`config.mk`:
```
export PLATFORM = sky130hd
export DESIGN_NAME = ring_buffer_span_reservation
export DESIGN_NICKNAME = d
export VERILOG_FILES = /design/src/rtl/rbsr_pkg.sv /design/src/rtl/rbsr_span_calc.sv /design/src/rtl/ring_buffer_span_reservation.sv
export SDC_FILE = /design/constraint.sdc
export NUM_CORES = 1
export LEC_CHECK = 0
export BUFFER_PORTS_ARGS = -buffer_cell sky130_fd_sc_hd__clkbuf_2
export CORE_UTILIZATION = 50
export DETAILED_ROUTE_END_ITERATION = 7
export PLACE_DENSITY = 0.69
export SKIP_CTS_REPAIR_TIMING = 1
export SLEW_MARGIN = 20
export SYNTH_ARGS = -nofsm -noshare
export SYNTH_HDL_FRONTEND = slang
export SYNTH_SLANG_ARGS = --single-unit
```
`constraint.sdc`:
```
create_clock -name clk -period 22 [get_ports clk]
set_input_delay 2.2 -clock clk [delete_from_list [all_inputs] [get_ports clk]]
set_output_delay 2.2 -clock clk [all_outputs]
set_load 0.01 [all_outputs]
```
`src/rtl/rbsr_pkg.sv`:
```
// ----------------------------------------------------------------------------
// rbsr_pkg
// Shared widths, opcode type and span record of the ring buffer span
// reservation block.
// ----------------------------------------------------------------------------
package rbsr_pkg;

    localparam int MAX_BYTES = 4096;
    localparam int PTR_W     = $clog2(MAX_BYTES);
    localparam int CNT_W     = PTR_W + 1;

    typedef enum logic [0:0] {
        OP_WRITE = 1'b0,
        OP_READ  = 1'b1
    } op_t;

    typedef struct packed {
        logic [PTR_W-1:0] offset;
        logic [CNT_W-1:0] first;
        logic [PTR_W-1:0] second;
        logic [CNT_W-1:0] grant;
        logic             complete;
        logic [PTR_W-1:0] next_ptr;
        logic [CNT_W-1:0] next_fill;
    } span_t;

endpackage

```
`src/rtl/rbsr_span_calc.sv`:
```
// ----------------------------------------------------------------------------
// rbsr_span_calc
// Span arithmetic for one request: contiguous and wrapped regions, grant,
// advanced pointer and fill level after the step.
// ----------------------------------------------------------------------------
module rbsr_span_calc (
    input  rbsr_pkg::op_t                 op,
    input  logic [rbsr_pkg::CNT_W-1:0]    req,
    input  logic [rbsr_pkg::CNT_W-1:0]    cap,
    input  logic [rbsr_pkg::PTR_W-1:0]    rd_ptr,
    input  logic [rbsr_pkg::PTR_W-1:0]    wr_ptr,
    input  logic [rbsr_pkg::CNT_W-1:0]    fill,
    output rbsr_pkg::span_t               span
);
    import rbsr_pkg::*;

    logic [PTR_W-1:0] cur;
    logic [PTR_W-1:0] other;
    logic             blocked;
    logic [CNT_W-1:0] avail;
    logic [CNT_W-1:0] grant;
    logic [CNT_W-1:0] sum;
    logic [CNT_W-1:0] wrapped;

    always_comb
    begin
        cur   = (op == OP_WRITE) ? wr_ptr : rd_ptr;
        other = (op == OP_WRITE) ? rd_ptr : wr_ptr;
        // a writer is blocked by a full store, a reader by an empty one
        blocked = (op == OP_WRITE) ? (fill == cap) : (fill == '0);
        avail   = (op == OP_WRITE) ? (cap - fill) : fill;
        grant   = (req < avail) ? req : avail;

        span.offset = cur;
        if (cur < other)
        begin
            span.first  = {1'b0, other} - {1'b0, cur};
            span.second = '0;
        end
        else if (blocked)
        begin
            span.first  = '0;
            span.second = '0;
        end
        else
        begin
            span.first  = cap - {1'b0, cur};
            span.second = other;
        end

        // pointer is below cap and grant at most cap: one subtract wraps it
        sum     = {1'b0, cur} + grant;
        wrapped = (sum >= cap) ? (sum - cap) : sum;

        span.grant     = grant;
        span.complete  = (grant == req);
        span.next_ptr  = wrapped[PTR_W-1:0];
        span.next_fill = (op == OP_WRITE) ? (fill + grant) : (fill - grant);
    end

endmodule

```
`src/rtl/ring_buffer_span_reservation.sv`:
```
// ----------------------------------------------------------------------------
// ring_buffer_span_reservation
// Pointer manager of a byte ring store: reserves write or read spans.
// ----------------------------------------------------------------------------
// A request is taken on any cycle with start high; busy stays low, so one
// request per clock is sustained. Each request gives exactly one result,
// marked by a one-cycle done strobe, in request order: it is held in the
// request register, then passes through the span arithmetic into the result
// register. The receiver cannot stall; results must be taken when
// done is high. The pointer and fill state are updated in the arithmetic
// stage, so back-to-back requests see each other's effect. A capacity
// write clamps the value to 1..4096 and empties the buffer; issue it only
// when no request is in flight.
module ring_buffer_span_reservation (
    input  logic                          clk,
    input  logic                          rst_n,
    input  logic                          start,
    output logic                          busy,
    input  rbsr_pkg::op_t                 opcode,
    input  logic [rbsr_pkg::CNT_W-1:0]    request_count,
    input  logic                          capacity_we,
    input  logic [rbsr_pkg::CNT_W-1:0]    capacity,
    output logic                          done,
    output logic [rbsr_pkg::PTR_W-1:0]    first_offset,
    output logic [rbsr_pkg::CNT_W-1:0]    first_size,
    output logic [rbsr_pkg::PTR_W-1:0]    second_size,
    output logic [rbsr_pkg::CNT_W-1:0]    granted,
    output logic                          complete,
    output logic [rbsr_pkg::CNT_W-1:0]    fill_level
);
    import rbsr_pkg::*;

    localparam logic [CNT_W-1:0] CAP_MAX = CNT_W'(MAX_BYTES);
    localparam logic [CNT_W-1:0] CAP_MIN = CNT_W'(1);

    logic             in_valid_reg;
    op_t              in_op_reg;
    logic [CNT_W-1:0] in_req_reg;

    logic [CNT_W-1:0] cap_reg;
    logic [CNT_W-1:0] cap_next;
    logic [PTR_W-1:0] rd_ptr_reg;
    logic [PTR_W-1:0] wr_ptr_reg;
    logic [CNT_W-1:0] fill_reg;

    logic             done_reg;
    span_t            res_reg;

    span_t            span;

    assign busy = 1'b0;

    always_comb
    begin
        if (capacity == '0)
            cap_next = CAP_MIN;
        else if (capacity > CAP_MAX)
            cap_next = CAP_MAX;
        else
            cap_next = capacity;
    end

    rbsr_span_calc u_span (
        .op     (in_op_reg),
        .req    (in_req_reg),
        .cap    (cap_reg),
        .rd_ptr (rd_ptr_reg),
        .wr_ptr (wr_ptr_reg),
        .fill   (fill_reg),
        .span   (span)
    );

    always_ff @(posedge clk or negedge rst_n)
    begin
        if (!rst_n)
        begin
            in_valid_reg <= 1'b0;
            done_reg     <= 1'b0;
            cap_reg      <= CAP_MAX;
            rd_ptr_reg   <= '0;
            wr_ptr_reg   <= '0;
            fill_reg     <= '0;
        end
        else
        begin
            in_valid_reg <= start;
            done_reg     <= in_valid_reg;
            if (capacity_we)
            begin
                // new capacity: drop all contents
                cap_reg    <= cap_next;
                rd_ptr_reg <= '0;
                wr_ptr_reg <= '0;
                fill_reg   <= '0;
            end
            else if (in_valid_reg)
            begin
                fill_reg <= span.next_fill;
                if (in_op_reg == OP_WRITE)
                    wr_ptr_reg <= span.next_ptr;
                else
                    rd_ptr_reg <= span.next_ptr;
            end
        end
    end

    always_ff @(posedge clk)
    begin
        if (start)
        begin
            in_op_reg  <= opcode;
            in_req_reg <= request_count;
        end
        if (in_valid_reg)
            res_reg <= span;
    end

    assign done         = done_reg;
    assign first_offset = res_reg.offset;
    assign first_size   = res_reg.first;
    assign second_size  = res_reg.second;
    assign granted      = res_reg.grant;
    assign complete     = res_reg.complete;
    assign fill_level   = res_reg.next_fill;

endmodule

```
==> impl_results.md, run 1 <==
* Global route total overflow at 0
* Fillers at 1,659
* Hold path startpoint: rd_ptr_reg[1]$_DFFE_PN0P_
* Die Y-Extent at 140 um
* Mapped Cells at 1,008
* Post-Place Cells at 1,312
* Syn_nets at 1,130
* CP Data Arrival Time at 8.66 ns
* NumNets Final at 1,219
* Max_slew headroom at 28.6%
* Hold Path Stages at 2
* Tcrit/Tclk final at 38.0%
* Reg2Reg Depth at 38
* Drt initial violations at 609
* Max-cap violations at 0
* Initial Utilization at 51.0%
* Core area at 18,700 um2
* Placed inst area at 10,200 um2
* Post-route ant nets at 0
* Hold path endpoint: rd_ptr_reg[1]$_DFFE_PN0P_
* Fraction of the yosys area taken by sequential cells at 38.2%
* Crit path kind: reg -> reg
* TritonCTS clock tree: built
* RSZ-0062 raised after global routing: no
* Storage element area at 3650 um2
* Post-route minimum period at 8.35 ns
* Worst Tran Pin Value at 1.07 ns
* Final Instance Area at 10,800 um2
* Crit. End Element: flop
* I/O Pins at 97
* Htree depth at 4
* Multi-input gate area at 5480 um2
* Failing checks: DRC
* Max Slew Vio Count at 0
* Cts bufs inserted at 17
* CP Buf/Inv Count at 4
* Cell variety after synth at 78
* Dpl hpwl at 19,800 um
* Slowest CP cell: nor2_2
* Clock transition at path regs at 0.06 ns
* Detailed Routing Iterations Pass 1 at 7
* Worst hold path class: reg -> reg
* DIE AREA at 19,600 um2
* R2r endpoint: rd_ptr_reg[4]$_DFFE_PN0P_
* Top FF cell, synth: edfxtp_1
* All-Layer GR Usage at 27.7%
* Worst Skew at 0.00895 ns
* Setup TNS at 0 ns
* Avg Synthesized Cell Area at 9.46 um2
* Setup-failing EPs final at 0
* Die width at 140 um
* R2r startpoint: cap_reg[0]$_DFFE_PN0P_
* R2r setup slk at 13.65 ns
* DRT Wirelength at 26,100 um
* EDFF count, synth at 78
* Clk_lat worst skew at 0.42 ns
* Clk root buf: clkbuf_16
* Worst path top cell family by delay: compound AO/OA/AOI/OAI gates
* Mapped cell area at 9540 um2
* Area growth, synth to finish at 13.2%
* Drt wl/cell at 19.4 um
* I/O Buffers at 95
* Largest net degree at the start of global routing at 82
* CP max stage delay at 0.56 ns
* Layout Cells excl Fill at 1,345
* Ys Warns at 0
* Global-route wire length before repair at 41,000 um
* Final hold vios at 0
* CTS max path bufs at 2
* Status: finished, violations left
* # DRC at 2
* Clk sink count at 130
* Ratio of cells with drive above 1 in the final layout at 16.3%
* Startpoint type of the worst setup path: flop
* # rows at 50
* Fin util at 57.8%
* Antenna violations before repair at 0
* Register bit count reported by yosys at 130
* Number of global-route vias before repair at 7,491
* WP data required at 22.31 ns
* Max Clk Rate at 120 MHz
* Critical path peak fanout at 36
* Via density per instance at 5.87
* Routability Congestion at 0.914
* Async SR Flop Fraction at 40.0%
* Via Count at 7,894
-- how the worst max path moves through the flow --
| stage | from | end | cells past startpoint | slack (ns) |
|---|---|---|---|---|
| 5_1_grt | cap_reg[0]$_DFFE_PN0P_ | wr_ptr_reg[3]$_DFFE_PN0P_ | 38 | 12.83 |
| 6_report | cap_reg[0]$_DFFE_PN0P_ | rd_ptr_reg[4]$_DFFE_PN0P_ | 38 | 13.65 |
| 3_5_place_dp | cap_reg[0]$_DFFE_PN0P_ | wr_ptr_reg[3]$_DFFE_PN0P_ | 38 | 13.56 |
| 2_1_floorplan | cap_reg[0]$_DFFE_PN0P_ | rd_ptr_reg[0]$_DFFE_PN0P_ | 42 | 14.35 |
| 3_3_place_gp | cap_reg[0]$_DFFE_PN0P_ | wr_ptr_reg[3]$_DFFE_PN0P_ | 38 | 13.84 |
| 4_1_cts | cap_reg[0]$_DFFE_PN0P_ | rd_ptr_reg[4]$_DFFE_PN0P_ | 38 | 13.45 |
-- through the flow --
stage	hold slack [ns]	setup WS, ns
final	0.556	13.65
after global routing	0.591	12.83
after CTS	0.555	13.45
after detailed placement	0.547	13.56
after global placement	0.526	13.84
after floorplan	0.513	14.35
-- cell usage in the layout (no fill, tap or decap), drive strengths merged, types with 5 or more instances in the layout --
master | Yosys | routed
a211oi | 9 | 9
a21boi | 8 | 8
a21o | 14 | 14
a21oi | 60 | 60
a31oi | 8 | 8
and2 | 6 | 6
and3 | 9 | 9
buf | 14 | 5
clkbuf | 16 | 116
clkinv | 0 | 8
dfrtp | 51 | 51
edfxtp | 78 | 78
fa | 6 | 6
ha | 85 | 85
inv | 80 | 83
mux2 | 19 | 19
mux2i | 34 | 34
nand2 | 76 | 76
nand2b | 18 | 18
nand3 | 12 | 12
nand4 | 12 | 12
nor2 | 96 | 96
nor2b | 28 | 28
nor3 | 25 | 25
nor4 | 9 | 9
o21a | 6 | 6
o21ai | 78 | 78
o31ai | 16 | 16
o41ai | 6 | 6
or3 | 9 | 9
xnor2 | 51 | 51
xor2 | 19 | 19
-- per-layer routing --
metal	vias to the layer above	wire length, um	global-route usage (%)
met4	0	693	10.8
met5	-	0	0
met1	3739	12200	39.4
met2	317	11400	42.2
li1	3792	-	-
met3	46	1750	4.38
-- logic make-up after synthesis --
family                   synth area share [%]
other                                  0.0393
XOR/XNOR                                 6.50
adder cells (fa/ha/maj)                  12.5
multiplexers                             5.85
flip-flops                               38.2
buffers and inverters                    4.46
AND/OR/NAND/NOR                          16.0
AO/OA/AOI/OAI                            16.4
-- layout make-up --
| class | count | area share [%] |
|---|---|---|
| inverter | 80 | 2.78 |
| multi-input combinational | 768 | 50.7 |
| clock inverter | 11 | 0.683 |
| tap | 234 | 2.71 |
| timing repair buffer | 100 | 4.75 |
| clock buffer | 21 | 4.56 |
| antenna | 1 | 0.0232 |
| sequential | 130 | 33.8 |
-- synth_stat cells, types with 4 or more instances --
master / n / area share, %
a211oi_1: 8 / 0.63
a21boi_0: 8 / 0.63
a21o_1: 12 / 0.94
a21oi_1: 57 / 3.0
a31oi_1: 8 / 0.52
and2_1: 4 / 0.26
and3_1: 9 / 0.59
buf_1: 6 / 0.24
buf_2: 7 / 0.37
clkbuf_1: 16 / 0.63
dfrtp_1: 51 / 13
edfxtp_1: 78 / 25
fa_1: 6 / 1.3
ha_1: 85 / 11
inv_1: 80 / 3.1
mux2_2: 18 / 2.1
mux2i_1: 34 / 3.6
nand2_1: 76 / 3.0
nand2b_1: 18 / 1.2
nand3_1: 12 / 0.63
nand4_1: 12 / 0.79
nor2_1: 95 / 3.7
nor2b_1: 26 / 1.7
nor3_1: 25 / 1.3
nor3b_1: 4 / 0.31
nor4_1: 9 / 0.59
o21a_1: 6 / 0.47
o21ai_0: 71 / 3.7
o21ai_1: 5 / 0.26
o31ai_1: 16 / 1.3
o41ai_1: 5 / 0.46
or2_2: 4 / 0.26
or3_1: 9 / 0.59
xnor2_1: 50 / 4.6
xor2_1: 19 / 1.7
-- tightest hold or removal path, stage by stage, from the launching register on --
cell and delay (ns):
dfrtp_1 0.39, nand2_1 0.06, a21oi_1 0.06
Power of run 1 is not shown: default switching activity piles up to over one toggle a cycle in this logic, so the estimate is an artifact.
==> run 2, diff against run 1 <==
==> constraint.sdc (replaced) <==
create_clock -name clk -period 8.05 [get_ports clk]
set_input_delay 0.805 -clock clk [delete_from_list [all_inputs] [get_ports clk]]
set_output_delay 0.805 -clock clk [all_outputs]
set_load 0.01 [all_outputs]
==> run 2 against run 1 <==
Global-route usage shrank 0.41 points. Count of clock-buffer cells in the layout grew 4. Clock skew grew 0.0031 ns. Critical endpoint unchanged. Setup slack lost 13 ns. Via count grew 0.37%. Fmax grew 10%. Critical path depth grew 2. The run still ends with DRC left. Core utilization grew 0.87 points. First-iteration DRC count grew 7.1%. Critical path type unchanged.
==> impl_results.md, run 2 (same netlist as run 1, synthesis figures left out) <==
* R2r setup slk at 0.49 ns (-13.16 ns)
* Ratio of cells with drive above 1 in the final layout at 17.9% (+1.6 points)
* Area growth, synth to finish at 15.0%
* Post-route minimum period at 7.56 ns (-0.793 ns)
* # rows at 50 (unchanged)
* I/O Buffers at 95 (unchanged)
* Global route total overflow at 0 (unchanged)
* Worst Slack Setup Final at 0.488 ns (-13.16 ns)
* CP max stage delay at 0.43 ns (-0.13 ns)
* Cts bufs inserted at 17 (unchanged)
* Fillers at 1,594 (-3.9%)
* Failing checks: DRC
* Tcrit/Tclk final at 93.9% (+56 points)
* Leading cell type in the layout, fill and taps excluded: clkbuf_2
* Die Y-Extent at 140 um (unchanged)
* Largest net degree at the start of global routing at 69 (-16%)
* Drt initial violations at 652 (+7.1%)
* CP Data Arrival Time at 7.86 ns (-0.80 ns)
* Max-cap violations at 0 (unchanged)
* Slowest CP cell: mux2_2
* I/O Pins at 97 (unchanged)
* Commonest cells after routing, fill and taps aside: 95 x clkbuf_2, 94 x nor2_1, 85 x ha_1, 80 x inv_1, 78 x edfxtp_1
* Setup-failing EPs final at 0 (unchanged)
* WP data required at 8.35 ns (-13.96 ns)
* Via density per instance at 5.85 (-0.37%)
* Via Count at 7,923 (+0.37%)
* Critical path peak fanout at 14 (-61%)
* Number of global-route vias before repair at 7,354 (-1.8%)
* R2r endpoint: rd_ptr_reg[4]$_DFFE_PN0P_
* Worst hold path class: in -> async
* Clk sink count at 130 (unchanged)
* Core area at 18,700 um2 (unchanged)
* Placed inst area at 10,300 um2 (+0.59%)
* Crit path kind: reg -> reg
* Clock transition at path regs at 0.06 ns (about the same)
* Clk_lat worst skew at 0.43 ns (about the same)
* Worst Tran Pin Value at 0.998 ns (-0.0709 ns)
* Final Instance Area at 11,000 um2 (+1.5%)
* Max Clk Rate at 132 MHz (+10%)
* Die width at 140 um (unchanged)
* Worst Skew at 0.0121 ns (+0.00311 ns)
* CTS max path bufs at 2 (unchanged)
* Htree depth at 4 (unchanged)
* Status: finished, violations left
* Global-route wire length before repair at 40,200 um (-2.1%)
* Initial Utilization at 51.0% (unchanged)
* Reg2Reg Depth at 40 (+5.3%)
* Antenna violations before repair at 0 (unchanged)
* Most Frequent Cell on Critical Path: ha_1
* DRT Wirelength at 26,100 um (+0.13%)
* Max Slew Vio Count at 0 (unchanged)
* # DRC at 1 (-1)
* DIE AREA at 19,600 um2 (unchanged)
* Ant diodes at 0 (-1)
* All-Layer GR Usage at 27.3% (-0.41 points)
* Routability Congestion at 0.936 (+2.5%)
* Placement Setup Slack at 0.280 ns (-13.28 ns)
* Post-route ant nets at 0 (unchanged)
* Clk root buf: clkbuf_16
* Final hold vios at 0 (unchanged)
* NumNets Final at 1,230 (+0.90%)
* Max_slew headroom at 33.3% (+4.7 points)
* Crit. End Element: flop
* Dpl hpwl at 19,700 um (-0.26%)
* Detailed Routing Iterations Pass 1 at 7 (unchanged)
* Drt wl/cell at 19.3 um (-0.61%)
* TritonCTS clock tree: built
* Startpoint type of the worst setup path: flop
* R2r startpoint: cap_reg[0]$_DFFE_PN0P_
run 2: cell types whose count changed in the layout (fill, tap and decap cells not counted), moves of 2 or more:
cell,before,now
clkbuf_1,1,3
clkinv_4,4,0
mux2i_1,34,32
buf_4,5,15
o21ai_1,5,8
o21ai_0,71,66
a21oi_1,57,54
a21oi_2,3,6
run 2: cell type report:
class | count | area, um2 | area share [%]
flip-flops and latches | 130 | 3650 | 33.3
clock inverters | 7 | 40.0 | 0.365
repair buffers | 111 | 599 | 5.46
inverters | 80 | 300 | 2.74
multi-input cells | 768 | 5550 | 50.6
clock buffers | 25 | 539 | 4.92
well taps | 234 | 293 | 2.67
run 2: worst max-delay path by stage:
stage,slack (ns),from,cells after the start,to
2_1_floorplan,0.40,cap_reg[0]$_DFFE_PN0P_,42,rd_ptr_reg[0]$_DFFE_PN0P_
3_3_place_gp,0.51,cap_reg[0]$_DFFE_PN0P_,39,rd_ptr_reg[7]$_DFFE_PN0P_
3_5_place_dp,0.28,cap_reg[1]$_DFFE_PN0P_,38,rd_ptr_reg[7]$_DFFE_PN0P_
4_1_cts,0.22,cap_reg[0]$_DFFE_PN0P_,39,rd_ptr_reg[7]$_DFFE_PN0P_
5_1_grt,-0.03,cap_reg[0]$_DFFE_PN0P_,40,wr_ptr_reg[2]$_DFFE_PN0P_
6_report,0.49,cap_reg[0]$_DFFE_PN0P_,40,rd_ptr_reg[4]$_DFFE_PN0P_
run 2: per-stage QoR:
step / util (%) / std cells / setup TNS (ns) / hold WS [ns]
2_1_floorplan: - / 1008 / 0 / 0.509
3_3_place_gp: 55.0 / 1320 / 0 / 0.525
3_5_place_dp: 55.0 / 1320 / 0 / 0.543
4_1_cts: 58.1 / 1352 / 0 / 0.543
5_1_grt: 58.6 / 1355 / -0.113 / 0.549
6_report: 58.6 / 1355 / 0 / 0.534
run 2: critical path, delay by kind of cell (launching register included):
family	cells	cell delay (ns)
AOI/OAI and AO/OA	12	2.02
xor gates and xnor gates	3	0.49
adders and majority gates	6	1.74
buffers and inverters	3	0.36
DFF	1	0.36
muxes	2	0.79
and+or+nand+nor	14	1.68
run 2: layer usage:
layer / wire (um) / up-vias / share of wire [%] / global-route usage [%]
li1: - / 3822 / - / -
met1: 12000 / 3757 / 46 / 38.2
met2: 11600 / 299 / 44 / 41.9
met3: 1870 / 45 / 7.2 / 5.26
met4: 652 / 0 / 2.5 / 10.1
met5: 0 / - / 0 / 0
Power of run 2 is left out for the same reason.
==> run 3, diff against run 2 <==
--- a/config.mk
+++ b/config.mk
@@ -6,6 +6,7 @@
 export NUM_CORES = 1
 export LEC_CHECK = 0
 export BUFFER_PORTS_ARGS = -buffer_cell sky130_fd_sc_hd__clkbuf_2
+export CORE_MARGIN = 1
 export CORE_UTILIZATION = 50
 export DETAILED_ROUTE_END_ITERATION = 7
 export PLACE_DENSITY = 0.69
==> constraint.sdc (replaced) <==
create_clock -name clk -period 8.2 [get_ports clk]
set_input_delay 0.82 -clock clk [delete_from_list [all_inputs] [get_ports clk]]
set_output_delay 0.82 -clock clk [all_outputs]
set_load 0.01 [all_outputs]
==> run 3 against run 2 <==
The flow now finishes without violations. Clock skew fell by 0.0058 ns. Sequential share of layout area rose by 0.33 points. Hold slack improved by 0.0051 ns. Non-clock buffer count fell by 7. Via count rose by 0.15%. Global-route usage fell by 0.31 points. Critical endpoint is now wr_ptr_reg[3]$_DFFE_PN0P_.
==> impl_results.md, run 3 (same netlist as run 1, synthesis figures left out) <==
* Most Frequent Cell on Critical Path: ha_1
* Clock transition at path regs at 0.06 ns (about the same)
* Tcrit/Tclk final at 91.8% (-2.1 points)
* Largest net degree at the start of global routing at 71 (+2.9%)
* Initial Utilization at 51.0% (unchanged)
* Clk_lat worst skew at 0.43 ns (about the same)
* Crit path kind: reg -> reg
* TritonCTS clock tree: built
* Worst Skew at 0.00627 ns (-0.00580 ns)
* Setup TNS at 0 ns (unchanged)
* Max Clk Rate at 133 MHz (+0.45%)
* Routability Congestion at 0.958 (+2.3%)
* Clk sink count at 130 (unchanged)
* CP max stage delay at 0.43 ns (about the same)
* CP Data Arrival Time at 7.84 ns (-0.02 ns)
* DRT Wirelength at 25,800 um (-1.1%)
* Placement Setup Slack at 0.454 ns (+0.174 ns)
* Setup-failing EPs final at 0 (unchanged)
* Drt wl/cell at 19.1 um (-0.61%)
* Post-route minimum period at 7.53 ns (-0.0342 ns)
* Die width at 140 um (unchanged)
* Startpoint type of the worst setup path: flop
* # DRC at 0 (-1)
* # rows at 50 (unchanged)
* WP data required at 8.52 ns (+0.17 ns)
* NumNets Final at 1,223 (-0.57%)
* I/O Buffers at 95 (unchanged)
* Max Slew Vio Count at 0 (unchanged)
* Commonest cells after routing, fill and taps aside: 95 x nor2_1, 95 x clkbuf_2, 85 x ha_1, 80 x inv_1, 78 x edfxtp_1
* Final hold vios at 0 (unchanged)
* Clk root buf: clkbuf_16
* Max_slew headroom at 29.2% (-4.2 points)
* Crit. End Element: flop
* Number of global-route vias before repair at 7,245 (-1.5%)
* Via Count at 7,935 (+0.15%)
* Global route total overflow at 0 (unchanged)
* Critical path peak fanout at 31 (+17)
* Detailed Routing Iterations Pass 1 at 8 (+1)
* All-Layer GR Usage at 27.0% (-0.31 points)
* RSZ-0062 raised after global routing: no
* Reg2Reg Depth at 38 (-5.0%)
* I/O Pins at 97 (unchanged)
* Ratio of cells with drive above 1 in the final layout at 16.6% (-1.3 points)
* Status: completed
* Die Y-Extent at 140 um (unchanged)
* Post-route ant nets at 0 (unchanged)
* Htree depth at 4 (unchanged)
* Max-cap violations at 0 (unchanged)
* Core area at 18,700 um2 (unchanged)
* DIE AREA at 19,600 um2 (unchanged)
* Worst Tran Pin Value at 1.06 ns (+0.0625 ns)
* Via density per instance at 5.89 (+0.67%)
* Cts bufs inserted at 17 (unchanged)
* Slowest CP cell: fa_1
* Global-route wire length before repair at 40,000 um (-0.41%)
* Antenna violations before repair at 0 (unchanged)
* Area growth, synth to finish at 13.8%
* Worst Slack Setup Final at 0.673 ns (+0.184 ns)
* Drt initial violations at 821 (+26%)
* Ant diodes at 0 (unchanged)
* Worst hold path class: in -> async
* Dpl hpwl at 19,600 um (-0.46%)
* CTS max path bufs at 2 (unchanged)
-- run 3: final cells by class --
cell class,count,area [um2]
tap,234,293
multi-input combinational,768,5510
timing repair buffer,104,551
fill,1664,7850
inverter,80,300
clock inverter,12,116
clock buffer,20,437
sequential,130,3650
-- run 3: final timing paths --
path | slack [ns] | startpoint | end
setup / recovery | 0.67 | cap_reg[0]$_DFFE_PN0P_ | wr_ptr_reg[3]$_DFFE_PN0P_
hold / removal | 0.54 | rst_n | cap_reg[6]$_DFFE_PN0P_
setup reg to reg | 0.67 | cap_reg[0]$_DFFE_PN0P_ | wr_ptr_reg[3]$_DFFE_PN0P_
hold reg to reg | 0.55 | rd_ptr_reg[0]$_DFFE_PN0P_ | rd_ptr_reg[0]$_DFFE_PN0P_
max in group asynchronous | 7.07 | rst_n | in_valid_reg$_DFF_PN0_
min in group clk | 0.55 | rd_ptr_reg[0]$_DFFE_PN0P_ | rd_ptr_reg[0]$_DFFE_PN0P_
-- run 3: metal layers --
| metal | routed length (um) | global-route usage [%] |
|---|---|---|
| met1 | 11900 | 39.0 |
| met2 | 11400 | 40.7 |
| met3 | 1930 | 4.58 |
| met4 | 624 | 9.60 |
| met5 | 0 | 0 |
-- run 3: worst max-delay path, delay by kind of cell (launching register included) --
kind,cells,cell delay [ns]
mux,1,0.37
fa+ha+maj,5,1.63
compound gates,15,2.62
xor+xnor,3,0.54
simple gates,10,1.27
flops,1,0.36
buf+inv,4,0.63
-- run 3: metrics by stage --
step           hold WS (ns)  cells  utilization [%]  instance area, um2
2_1_floorplan         0.513   1008                -                9540
3_3_place_gp          0.526   1315             54.8               10300
3_5_place_dp          0.534   1315             54.8               10300
4_1_cts               0.542   1347             57.8               10800
5_1_grt               0.553   1348             58.0               10900
6_report              0.539   1348             58.0               10900
Power of run 3 is left out for the same reason.
